===== config.mk =====
export PLATFORM = sky130hd
export DESIGN_NAME = brb_queue
export DESIGN_NICKNAME = d
export VERILOG_FILES = /design/src/design/brb_pkg.sv /design/src/design/brb_queue.sv
export SDC_FILE = /design/constraint.sdc
export NUM_CORES = 1
export LEC_CHECK = 0
export ABC_AREA = 1
export BUFFER_PORTS_ARGS = -buffer_cell sky130_fd_sc_hd__buf_2
export CORE_ASPECT_RATIO = 0.5
export CORE_MARGIN = 1.5
export CORE_UTILIZATION = 50
export CTS_CLUSTER_DIAMETER = 100
export CTS_CLUSTER_SIZE = 12
export DETAILED_ROUTE_END_ITERATION = 8
export PLACE_DENSITY = 0.73
export SYNTH_ARGS = -nofsm -noshare
export SYNTH_HDL_FRONTEND = slang
export SYNTH_SLANG_ARGS = --single-unit

===== constraint.sdc =====
create_clock -name clock -period 6.26 [get_ports clock]
set_input_delay 1.878 -clock clock [delete_from_list [all_inputs] [get_ports clock]]
set_output_delay 1.878 -clock clock [all_outputs]
set_load 0.05 [all_outputs]

===== src/design/brb_pkg.sv =====
// Package for the byte ring buffer: field widths, function and status codes,
// and the command record passed from the front end to the back end.
// Depends on nothing.
package brb_pkg;

   localparam int FUNC_W   = 3;
   localparam int BYTE_W   = 8;
   localparam int COUNT_W  = 7;
   localparam int STATUS_W = 2;
   localparam int FILL_W   = 11;

   localparam int QUEUE_AW    = 2;
   localparam int QUEUE_DEPTH = 1 << QUEUE_AW;

   localparam logic [FUNC_W-1:0] FUNC_WRITE   = 3'd0;
   localparam logic [FUNC_W-1:0] FUNC_READ    = 3'd1;
   localparam logic [FUNC_W-1:0] FUNC_PEEK    = 3'd2;
   localparam logic [FUNC_W-1:0] FUNC_DISCARD = 3'd3;

   localparam logic [STATUS_W-1:0] ST_OK       = 2'd0;
   localparam logic [STATUS_W-1:0] ST_NO_SPACE = 2'd1;
   localparam logic [STATUS_W-1:0] ST_NO_DATA  = 2'd2;

   typedef enum logic [2:0] {
      OP_WRITE,
      OP_READ,
      OP_PEEK,
      OP_DISCARD,
      OP_STATUS
   } op_type;

   typedef struct packed {
      op_type              op;
      logic [BYTE_W-1:0]   data_byte;
      logic [COUNT_W-1:0]  count;
      logic                burst_end;
      logic                zero_count;
      logic                oversize;
   } cmd_type;

endpackage


===== src/design/brb_queue.sv =====
// Short command queue between the front end and the back end of the byte
// ring buffer. Depends on brb_pkg.
module brb_queue import brb_pkg::*; (
   input  logic    clock,
   input  logic    reset,
   input  logic    push_valid,
   output logic    push_ready,
   input  cmd_type push_cmd,
   output logic    pop_valid,
   input  logic    pop_ready,
   output cmd_type pop_cmd
);

   cmd_type             entry_ff [QUEUE_DEPTH];
   logic [QUEUE_AW:0]   wr_ptr_ff;
   logic [QUEUE_AW:0]   rd_ptr_ff;
   logic                push;
   logic                pop;

   assign push_ready = !((wr_ptr_ff[QUEUE_AW] != rd_ptr_ff[QUEUE_AW]) &&
                         (wr_ptr_ff[QUEUE_AW-1:0] == rd_ptr_ff[QUEUE_AW-1:0]));
   assign pop_valid  = (wr_ptr_ff != rd_ptr_ff);
   assign pop_cmd    = entry_ff[rd_ptr_ff[QUEUE_AW-1:0]];
   assign push       = push_valid && push_ready;
   assign pop        = pop_valid && pop_ready;

   always_ff @(posedge clock) begin
      if (reset) begin
         wr_ptr_ff <= '0;
         rd_ptr_ff <= '0;
      end else begin
         if (push) begin
            wr_ptr_ff <= wr_ptr_ff + 1'b1;
         end
         if (pop) begin
            rd_ptr_ff <= rd_ptr_ff + 1'b1;
         end
      end
   end

   always_ff @(posedge clock) begin
      if (push) begin
         entry_ff[wr_ptr_ff[QUEUE_AW-1:0]] <= push_cmd;
      end
   end

endmodule


==> results.md <==
* Synth unique cells at 18
* Post-synthesis net count at a little over 300
* Setup_tns at 0 ps
* Share of cells above drive strength 1 at 0.215
* Initial Util at 0.528
* WL final at around 6.4 mm
* WP data arrival at roughly 2300 ps
* Slew Viols, Final at 0
* Worst hold path class: flip-flop to flip-flop
* Root Driver: clkbuf_16
* Worst-path clk slew at roughly 60 ps
* DRT Pass-1 Iters at 4
* # clock sinks at ~90
* Critical-path cell list: inv_1 > o21ai_0 > o22ai_1 > buf_2
* Unrepaired setup endpoints after global routing: false
* Req. time, crit path at roughly 4400 ps
* Static leakage at approximately 1.6 nW
* Final net count at approximately 360
* CTS Hold Buffers Added at 0
* Pwr Total at 0.00158 W
* Wire length per cell at between 15 and 20 µm
* Yosys reg bits at between 90 and 100
* Sequential fraction of the synthesis area at 0.747
* Met1 wire length at 2.84 mm
* Cts bufs inserted at 9
* Number of global-route vias before repair at between 2,000 and 2,500
* Fill count at between 500 and 600
* Syn-to-layout area delta at 17.3%
* Syn Std Cell Area at 3590 µm²
* Most frequent cells in the layout: 84 x edfxtp_1, 49 x nor2_1, 47 x buf_2, 40 x o21ai_0, 21 x o22ai_1
* Dpl cell area at roughly 3900 µm²
* Setup bufs post-CTS at 0
* WHS at between 500 and 600 ps
* CTS max path bufs at 2
* Largest net degree at the start of global routing at 44
* FP Rows at 21
* Pwr dens at approximately 370 nW/µm²
* Final setup violation count at 0
* Worst slew margin at 0.225
* Die ar. at 7740 µm²
* Peak VDD IR at 0.280 mV
* Top routing layer in use: met4
* Ant diodes at 0
* Avg Inst Size Synth at between 10 and 15 µm²
* Max-Cap Viols at 0
* Met2 WL post-DR at roughly 3.1 mm
* Fmax at 241 MHz
* Worst-Skew Late Latency at 330 ps
* Leading area contributor after synthesis: edfxtp_1
* Outcome: finished, final reports clean
* CP endpoint kind: primary output
* IO Port Bufs at 47
* H-tree Lvls at 3
* Grt ovf at 0
* CTS tree: done
* Setup slack, reg-to-reg at approximately 4000 ps
* WS Path Type: flip-flop to primary output
* Reg2Reg Capture Point: entry_ff[2][9]
* Final instance area at ~4200 µm²
* Mapped Cells at 278
* Clock skew at 2.39 ps
* CP max stage delay at about 800 ps
* Period utilization at 0.663
* Worst r2r path cells at 6
* Die width at between 100 and 150 µm
* Routed via count at 2,265
* Crit path launch type: flip-flop
* Synth top area share at 0.702
* Tightest Pin Transition at around 1200 ps
* Global router's overall resource usage at 0.185
* Crit Path Max Fanout at 22
* Yosys warns at 0
* DR iter-0 viols at 155
* Reg2reg start: wr_ptr_ff[0]
* First-pass GRT wire length at around 10 mm
* Commonest non-fill, non-tap cell in the layout: edfxtp_1
* Synth area leaders: edfxtp_1 70%, o21ai_0 5.6%, nor2_1 5.4%, dfxtp_1 4.5%, o22ai_1 3.7%
* IO Pins at 48
* Routed wl met3 at between 300 and 400 µm
* Delay-heaviest family, CP: flip-flops
* Hold Vio Cnt, Final at 0
* Initial antenna violation count at 0
* Antenna-violating nets left at 0
* Core Box Area at 6810 µm²
* Worst path buffer plus inverter count at 2
* DP Wirelength at around 3.7 mm
* Final GP Congestion at between 0.6 and 0.7
* Critical path endpoint: pop_cmd[0]
* Drc violations at 0
* Critical-path top delay cell: dfxtp_1
* Tmin final at roughly 4100 ps
* CP Depth at 4
* DR vias/cell at about 5.4
* Post-CTS sizing at 0
* Chip Height at 62.9 µm
## tightest hold or removal path: cells and delay by family, from the launching register on
kind            cells  cell delay (ps)
compound gates      1              120
flops               1              340
simple gates        1               50
## cells in the mapped netlist (all sizes together)
library cell and n:
nand2 22, o22ai 21, nor2 52, clkbuf 6, buf 7, a21oi 6, o21ai 42, inv 17
dfxtp 8, ha 5, nand3 8, edfxtp 84
## final cells by class
type	count	area, µm²	share of cell area
Tap cell	92	115	0.0273
Inverter	17	63.8	0.0151
Clock inverter	7	81.3	0.0193
Sequential cell	92	2680	0.636
Multi-Input combinational cell	156	790	0.187
Clock buffer	9	225	0.0534
Timing Repair Buffer	50	258	0.0611
## worst min path at each step
stage,start,endpoint,slack (ps),cells past startpoint
finish,wr_ptr_ff[2],wr_ptr_ff[2],550,2
global route,wr_ptr_ff[2],wr_ptr_ff[2],600,2
CTS,wr_ptr_ff[2],wr_ptr_ff[2],560,2
detailed placement,rd_ptr_ff[1],rd_ptr_ff[1],540,2
global placement,wr_ptr_ff[2],wr_ptr_ff[2],530,2
floorplan,rd_ptr_ff[2],rd_ptr_ff[2],520,2
## registers in the layout (all words and copies together) (netlist names), named ones only
signal and cells:
entry_ff 84, rd_ptr_ff 3, wr_ptr_ff 3
## metrics by stage
stage,utilization,std cells,worst slack [ps]
finish,0.619,423,2110
global route,0.619,423,1910
CTS,0.619,423,2120
detailed placement,0.574,407,2470
global placement,0.574,407,2540
floorplan,-,278,2870
## cells by family (layout without fill, tap and decap cells)
logic type	after synthesis	after routing	share of synthesized area
AOI/OAI and AO/OA	69	69	0.103
adders and majority gates	5	5	0.0174
buffers and inverters	30	83	0.0359
DFF	92	92	0.747
and+or+nand+nor	82	82	0.0968
## where the power goes
part           leakage (nW)  internal, W  switching, W
sequential            0.837     0.000703     0.0000159
clock                 0.152     0.000344      0.000201
combinational         0.573    0.0000705      0.000242
## routing by layer
layer  track usage  vias up
li1              -     1094
met1         0.226     1115
met2         0.290       47
met3        0.0712        9
met4        0.0858        0
met5             0        -
No activity file was read; power rests on OpenSTA's default activity.
