## src/design/brb_pkg.sv

```systemverilog
// Package for the byte ring buffer: field widths, function and status codes,
// and the command record passed from the front end to the back end.
// Depends on nothing.
package brb_pkg;

   localparam int FUNC_W   = 3;
   localparam int BYTE_W   = 8;
   localparam int COUNT_W  = 7;
   localparam int STATUS_W = 2;
   localparam int FILL_W   = 11;

   localparam int QUEUE_AW    = 2;
   localparam int QUEUE_DEPTH = 1 << QUEUE_AW;

   localparam logic [FUNC_W-1:0] FUNC_WRITE   = 3'd0;
   localparam logic [FUNC_W-1:0] FUNC_READ    = 3'd1;
   localparam logic [FUNC_W-1:0] FUNC_PEEK    = 3'd2;
   localparam logic [FUNC_W-1:0] FUNC_DISCARD = 3'd3;

   localparam logic [STATUS_W-1:0] ST_OK       = 2'd0;
   localparam logic [STATUS_W-1:0] ST_NO_SPACE = 2'd1;
   localparam logic [STATUS_W-1:0] ST_NO_DATA  = 2'd2;

   typedef enum logic [2:0] {
      OP_WRITE,
      OP_READ,
      OP_PEEK,
      OP_DISCARD,
      OP_STATUS
   } op_type;

   typedef struct packed {
      op_type              op;
      logic [BYTE_W-1:0]   data_byte;
      logic [COUNT_W-1:0]  count;
      logic                burst_end;
      logic                zero_count;
      logic                oversize;
   } cmd_type;

endpackage

```

## src/design/brb_if.sv

```systemverilog
// Handshake channels of the byte ring buffer: request and response.
// Depends on brb_pkg for the field widths.
interface brb_req_if import brb_pkg::*; ();
   logic                valid;
   logic                ready;
   logic [FUNC_W-1:0]   func;
   logic [BYTE_W-1:0]   data_byte;
   logic [COUNT_W-1:0]  count;
   logic                burst_end;

   modport source (output valid, func, data_byte, count, burst_end, input ready);
   modport sink (input valid, func, data_byte, count, burst_end, output ready);
endinterface


```

## src/design/brb_front.sv

```systemverilog
// Front end of the byte ring buffer: takes request beats, decodes them into
// commands and hands them to the command queue. Depends on brb_pkg, brb_if.
module brb_front import brb_pkg::*; #(
   parameter int MAX_BURST = 64
) (
   input  logic         clock,
   input  logic         reset,
   brb_req_if.sink      req_ch,
   output logic         cmd_valid,
   input  logic         cmd_ready,
   output cmd_type      cmd
);

   logic    valid_ff;
   cmd_type cmd_ff;
   cmd_type cmd_in;

   assign req_ch.ready = !valid_ff || cmd_ready;
   assign cmd_valid    = valid_ff;
   assign cmd          = cmd_ff;

   always_comb begin
      case (req_ch.func)
         FUNC_WRITE:   cmd_in.op = OP_WRITE;
         FUNC_READ:    cmd_in.op = OP_READ;
         FUNC_PEEK:    cmd_in.op = OP_PEEK;
         FUNC_DISCARD: cmd_in.op = OP_DISCARD;
         default:      cmd_in.op = OP_STATUS;
      endcase
      cmd_in.data_byte  = req_ch.data_byte;
      cmd_in.count      = req_ch.count;
      cmd_in.burst_end  = req_ch.burst_end;
      cmd_in.zero_count = (req_ch.count == '0);
      cmd_in.oversize   = (req_ch.count > COUNT_W'(MAX_BURST));
   end

   always_ff @(posedge clock) begin
      if (reset) begin
         valid_ff <= 1'b0;
      end else if (req_ch.ready) begin
         valid_ff <= req_ch.valid;
      end
   end

   always_ff @(posedge clock) begin
      if (req_ch.ready) begin
         cmd_ff <= cmd_in;
      end
   end

endmodule

```

## src/flat_wrapper.sv

```systemverilog
// flat-port wrapper written by rule: the top's interface ports become plain ports
module brb_front_flat import brb_pkg::*;
#(
   parameter int MAX_BURST = 64
)
  (clock, reset, cmd_valid, cmd_ready, cmd, req_ch_valid, req_ch_func, req_ch_data_byte, req_ch_count, req_ch_burst_end, req_ch_ready);
  brb_req_if req_ch_i ();
  input  logic clock;
  input  logic reset;
  output logic cmd_valid;
  input  logic cmd_ready;
  output cmd_type cmd;
  input wire logic [$bits(req_ch_i.valid)-1:0] req_ch_valid;
  input wire logic [$bits(req_ch_i.func)-1:0] req_ch_func;
  input wire logic [$bits(req_ch_i.data_byte)-1:0] req_ch_data_byte;
  input wire logic [$bits(req_ch_i.count)-1:0] req_ch_count;
  input wire logic [$bits(req_ch_i.burst_end)-1:0] req_ch_burst_end;
  output wire logic [$bits(req_ch_i.ready)-1:0] req_ch_ready;
  assign req_ch_i.valid = req_ch_valid;
  assign req_ch_i.func = req_ch_func;
  assign req_ch_i.data_byte = req_ch_data_byte;
  assign req_ch_i.count = req_ch_count;
  assign req_ch_i.burst_end = req_ch_burst_end;
  assign req_ch_ready = req_ch_i.ready;
  brb_front #(.MAX_BURST(MAX_BURST)) u_core (.clock(clock), .reset(reset), .req_ch(req_ch_i), .cmd_valid(cmd_valid), .cmd_ready(cmd_ready), .cmd(cmd));
endmodule
```

## config.mk

```make
export PLATFORM = sky130hd
export DESIGN_NAME = brb_front_flat
export DESIGN_NICKNAME = d
export VERILOG_FILES = /design/src/design/brb_pkg.sv /design/src/design/brb_if.sv /design/src/design/brb_front.sv /design/src/flat_wrapper.sv
export SDC_FILE = /design/constraint.sdc
export NUM_CORES = 1
export LEC_CHECK = 0
export BUFFER_PORTS_ARGS = -buffer_cell sky130_fd_sc_hd__buf_2
export CAP_MARGIN = 0
export CORE_MARGIN = 1.5
export CORE_UTILIZATION = 30
export CTS_CLUSTER_DIAMETER = 40
export DETAILED_ROUTE_END_ITERATION = 10
export PLACE_DENSITY = 0.64
export SYNTH_ARGS = -nofsm -noshare
export SYNTH_HDL_FRONTEND = slang
export SYNTH_SLANG_ARGS = --single-unit
```

## constraint.sdc

```tcl
create_clock -name clock -period 1.3 [get_ports clock]
set_clock_uncertainty 0.05 [all_clocks]
set_input_delay 0.13 -clock clock [delete_from_list [all_inputs] [get_ports clock]]
set_output_delay 0.13 -clock clock [all_outputs]
set_load 0.02 [all_outputs]
```

==> results of run 1 <==
==> worst min-delay path by stage <==
stage,endpoint,cells past startpoint
5_1_grt,u_core.cmd[18],2
2_1_floorplan,u_core.cmd_valid,1
4_1_cts,u_core.cmd[19],2
6_report,u_core.cmd[19],2
3_3_place_gp,u_core.cmd_valid,2
3_5_place_dp,u_core.cmd_valid,2
==> cell usage after synthesis <==
cell and instances:
or4_4 1, nor2b_1 2, o31a_1 1, edfxtp_1 21, clkbuf_1 1, inv_1 1
a21oi_1 1, dfxtp_1 1, nand2b_1 1, nor4_1 1
==> layout make-up <==
cell class,count,area (µm²)
fill,194,1010
sequential,22,651
timing repair buffer,66,434
multi-input combinational,7,52.6
tap,28,35.0
clock buffer,4,26.3
inverter,1,3.75
==> worst max-delay path: stages (launching register included) <==
cell      delay [ns]
dfxtp_1         0.33
nand2b_2        0.08
buf_6           0.16
buf_2           0.18
==> power by group through the flow <==
| stage | Clock [mW] | Sequential (mW) | Combinational (mW) |
|---|---|---|---|
| 2_1_floorplan | 0 | 0.921 | 0.0192 |
| 3_3_place_gp | 0 | 0.855 | 0.168 |
| 3_5_place_dp | 0 | 0.857 | 0.169 |
| 4_1_cts | 0.320 | 0.841 | 0.214 |
| 5_1_grt | 0.345 | 0.844 | 0.229 |
| 6_report | 0.304 | 0.840 | 0.215 |
==> flip-flops by register name, indices dropped and copies added, names as in the netlist <==
register / flops
u_core.cmd_valid: 1
u_core.cmd: 21
==> kinds of logic (layout without fill, tap and decap cells) <==
logic type | count (synthesis) | count (layout) | synth area share
AOI/OAI and AO/OA | 2 | 2 | 0.0194
DFF | 22 | 22 | 0.919
and+or+nand+nor | 5 | 5 | 0.0512
buffers and inverters | 2 | 71 | 0.0106
==> layer usage <==
layer  up-vias  wire (µm)
li1        260          -
met1       247        557
met2        19        832
met3         0         59
met4         0          0
met5         -          0
==> per-stage QoR <==
step,setup slack (ns),TNS [ns]
after floorplan,0.116,0
after global placement,-0.00807,-0.00807
after detailed placement,-0.0299,-0.0299
after CTS,0.00588,0
after global routing,0.00636,0
final,0.0687,0
==> what timing repair did <==
action / CTS / global route
endpoints found under the hold margin: 18 / 0
hold buffers: 19 / 0
setup endpoints to repair: 0 / 1
gates resized for setup: 0 / 1
==> metrics.yaml, run 1 <==
outcome:
  status: "finished clean"
sta:
  period_share: 0.947
  setup_viol: 0
  slew_headroom: 0.834
  clock.fmax_mhz: 812
  slew_viol_final: 0
  worstMarginPinSlew_ns: 0.246
  final_hold_viol_count: 0
  period_needed_ns: 1.23
  holdWs_ns: 0.0767
  rsz0062_at_grt: "false"
yosys:
  syn-num-nets: 54
  syn-mean-instance-area_um2: 22.8
  syn_inst: 31
  yosys.area.top_type: "edfxtp_1"
  seq_area_frac_synth: 0.919
  yosys_warnings: 0
  yosys.area.top_type_share: 0.890
  yosys-top-cells-area: "edfxtp_1, dfxtp_1, nor2b_1"
  post_synth_num_cell_types: 10
  ys_seq_elements: 22
  syn_area_um2: 708
setup_path:
  path_class: "reg2out"
  start_kind: "flop"
  reg2reg_from: "u_core.cmd_valid"
  critPathMaxFanout: 13
  crit_required_ns: 1.12
  regToRegSetupSlack_ns: 0.37
  critPathArrivalTime_ns: 1.05
  r2r_cells: 2
  crit_end: "req_ch_ready"
  worst_r2r_endpoint: "u_core.cmd[8]"
  endpoint_kind: "output port"
  critPathLaunch: "u_core.cmd_valid"
global_routing:
  grt_pass1_vias: 481
  grt_pass1_wl_um: 2120
  busiest_layer: "met2"
  gr-usage-met1: 0.135
  grt_use_total: 0.112
  gr-total-overflow: 0
  grt_max_degree: 14
  grtUsageMet3: 0.0172
  gr-usage-met2: 0.194
  antenna_found_initial: 0
pwr:
  p_leak_nw: 0.531
  swShare: 0.228
  comb_power_share: 0.158
  p_sw_uw: 310
  total_power_mw: 1.36
  power_frac_seq: 0.618
  power_frac_clock: 0.224
  pwr_density_cell_nw_per_um2: 1130
  max-vdd-ir-drop_v: 0.000568
  power.internal_mw: 1.05
floorplan:
  die-height_um: 51.6
  core_area_um2: 2210
  ioPinCount: 46
  dieArea_um2: 2660
  floorplan.initialDensity: 0.320
  die_w_um: 51.6
  rows: 17
clocking:
  cts.clk_slew.worst_paths_ns: 0.12
  clock-sinks: 22
  post_cts_buffers: 0
  numCtsBuffers: 3
  cts_tree: "built"
  clock_path_buffers: 2
  htreeDepth: 1
  clock_latency_ns: 0.29
  cts_root_buf: "clkbuf_4"
final_layout:
  final-instance-count-excl-fill: 128
  diodes: 0
  syn_to_final_growth_pct: 69.8
  finalNetCount: 124
  fin_util: 0.544
  fin_area_um2: 1200
  layout_commonest_cell: "buf_2"
  drive_gt1_frac: 0.520
  final_cell_mix: "buf_2, edfxtp_1, dlygate4sd3_1"
drt:
  wl_per_cell_um: 11.3
  ant_nets: 0
  num_vias: 526
  viasPerCell: 4.11
  drc: 0
  drt_iter0_markers: 3
  routed_wl_um: 1450
  dr.pass1.iters: 4
placed_design:
  portBuffers: 45
  post_dp_cell_area_um2: 982
  gp_congestion: 0.632
  dp.cells: 105
run:
  drv_cap: 0
min_path:
  hold_start: "req_ch_func[1]"
  hold_class: "in2reg"
No activity file was read; power rests on OpenSTA's default activity.
==> run 2, diff against run 1 <==
--- a/config.mk
+++ b/config.mk
@@ -7,11 +7,13 @@
 export LEC_CHECK = 0
 export BUFFER_PORTS_ARGS = -buffer_cell sky130_fd_sc_hd__buf_2
 export CAP_MARGIN = 0
+export CELL_PAD_IN_SITES_DETAIL_PLACEMENT = 1
+export CELL_PAD_IN_SITES_GLOBAL_PLACEMENT = 2
 export CORE_MARGIN = 1.5
-export CORE_UTILIZATION = 30
+export CORE_UTILIZATION = 23
 export CTS_CLUSTER_DIAMETER = 40
 export DETAILED_ROUTE_END_ITERATION = 10
-export PLACE_DENSITY = 0.64
+export PLACE_DENSITY = 0.73
 export SYNTH_ARGS = -nofsm -noshare
 export SYNTH_HDL_FRONTEND = slang
 export SYNTH_SLANG_ARGS = --single-unit
==> metrics.yaml, run 2 (synthesized netlist as in run 1, its figures left out) <==
outcome:
  status: "finished clean"
placed_design:
  portBuffers: 45
  gp_congestion: 0.616
  place_ws_ns: -0.0324
floorplan:
  die_w_um: 58.5
  floorplan.initialDensity: 0.250
  ioPinCount: 46
  dieArea_um2: 3420
  rows: 19
  die-height_um: 58.5
  core_area_um2: 2830
clocking:
  post_cts_buffers: 0
  clock_path_buffers: 2
  cts_tree: "built"
  numCtsBuffers: 3
  clock-sinks: 22
  cts_root_buf: "clkbuf_4"
  htreeDepth: 1
  cts.clk_slew.worst_paths_ns: 0.11
  clock_latency_ns: 0.29
drt:
  ant_nets: 0
  dr.pass1.iters: 4
  num_vias: 538
  drc: 0
  drt_iter0_markers: 5
  wl_per_cell_um: 11.6
  viasPerCell: 4.11
  routed_wl_um: 1520
global_routing:
  antenna_found_initial: 0
  grt_use_total: 0.0996
  gr-total-overflow: 0
  grt_pass1_wl_um: 2480
  grt_pass1_vias: 572
  grt_max_degree: 14
pwr:
  comb_power_share: 0.160
  power.internal_mw: 1.04
  p_sw_uw: 312
  total_power_mw: 1.35
  power_frac_seq: 0.620
  pwr_density_cell_nw_per_um2: 1120
  swShare: 0.231
  power_frac_clock: 0.220
  p_leak_nw: 0.531
  max-vdd-ir-drop_v: 0.000679
sta:
  clock.fmax_mhz: 821
  worstMarginPinSlew_ns: 0.245
  period_share: 0.936
  period_needed_ns: 1.22
  setup_viol: 0
  final_hold_viol_count: 0
  fin_ws_ns: 0.0826
  slew_headroom: 0.835
  rsz0062_at_grt: "false"
  holdWs_ns: 0.0764
  slew_viol_final: 0
setup_path:
  critPathMaxFanout: 10
  start_kind: "flop"
  worst_r2r_endpoint: "u_core.cmd[11]"
  critPathArrivalTime_ns: 1.04
  regToRegSetupSlack_ns: 0.33
  crit_end: "req_ch_ready"
  endpoint_kind: "output port"
  crit_required_ns: 1.12
  reg2reg_from: "u_core.cmd_valid"
  critPathLaunch: "u_core.cmd_valid"
  path_class: "reg2out"
  r2r_cells: 2
final_layout:
  final_cell_mix: "buf_2, edfxtp_1, dlygate4sd3_1"
  nFillCells: 314
  drive_gt1_frac: 0.530
  largest_reg_flops: 21
  layout_commonest_cell: "buf_2"
  finalNetCount: 124
  syn_to_final_growth_pct: 70.5
  diodes: 0
min_path:
  hold_class: "in2reg"
run:
  drv_cap: 0
-- run 2: cell types whose count changed in the layout (fill, tap and decap cells not counted), sizes merged --
cell,change
clkbuf,-1
clkinv,+1
-- run 2: what timing repair did --
action	in CTS	in global routing
setup endpoints to repair	0	1
hold endpoints to repair	18	0
gates resized for setup	0	2
hold buffers	19	0
-- run 2: worst min path at each step --
| stage | from | to | slack, ns | depth (start not counted) |
|---|---|---|---|---|
| final | req_ch_func[0] | u_core.cmd[18] | 0.08 | 2 |
| after floorplan | reset | u_core.cmd_valid | 0.15 | 1 |
| after global placement | reset | u_core.cmd_valid | 0.23 | 2 |
| after detailed placement | reset | u_core.cmd_valid | 0.24 | 2 |
| after global routing | req_ch_func[0] | u_core.cmd[18] | 0.05 | 2 |
| after CTS | req_ch_func[1] | u_core.cmd[19] | 0.06 | 2 |
-- run 2: power groups by stage --
stage	clock, mW	sequential (mW)	combinational (mW)
after floorplan	0	0.921	0.0192
after detailed placement	0	0.857	0.173
after CTS	0.320	0.840	0.217
after global placement	0	0.854	0.170
final	0.298	0.839	0.216
after global routing	0.347	0.845	0.232
-- run 2: layout make-up --
cell class / instances / area [µm²] / area share
clock buffers: 3 / 22.5 / 0.0187
clock inverters: 1 / 3.75 / 0.00311
inverters: 1 / 3.75 / 0.00311
multi-input cells: 7 / 52.6 / 0.0435
flip-flops and latches: 22 / 652 / 0.540
well taps: 31 / 38.8 / 0.0321
repair buffers: 66 / 434 / 0.360
-- run 2: per-layer routing --
metal | global-route usage | vias to the layer above | wire length [µm]
met5 | 0 | - | 0
met4 | 0.0299 | 0 | 9
met1 | 0.107 | 244 | 554
li1 | - | 259 | -
met2 | 0.172 | 32 | 800
met3 | 0.0484 | 3 | 151
-- run 2: worst max-delay path: stages, from the launching register on --
cell and delay, ns:
dfxtp_2 0.34, nand2b_2 0.08, buf_6 0.15, buf_2 0.17
-- run 2: metrics by stage --
step / cells / TNS (ns) / utilization / area [µm²]
finish: 131 / 0 / 0.427 / 1210
global route: 131 / 0 / 0.427 / 1210
CTS: 131 / 0 / 0.425 / 1200
detailed placement: 108 / -0.0324 / 0.349 / 986
global placement: 108 / -0.0130 / 0.349 / 986
floorplan: 31 / 0 / - / 711
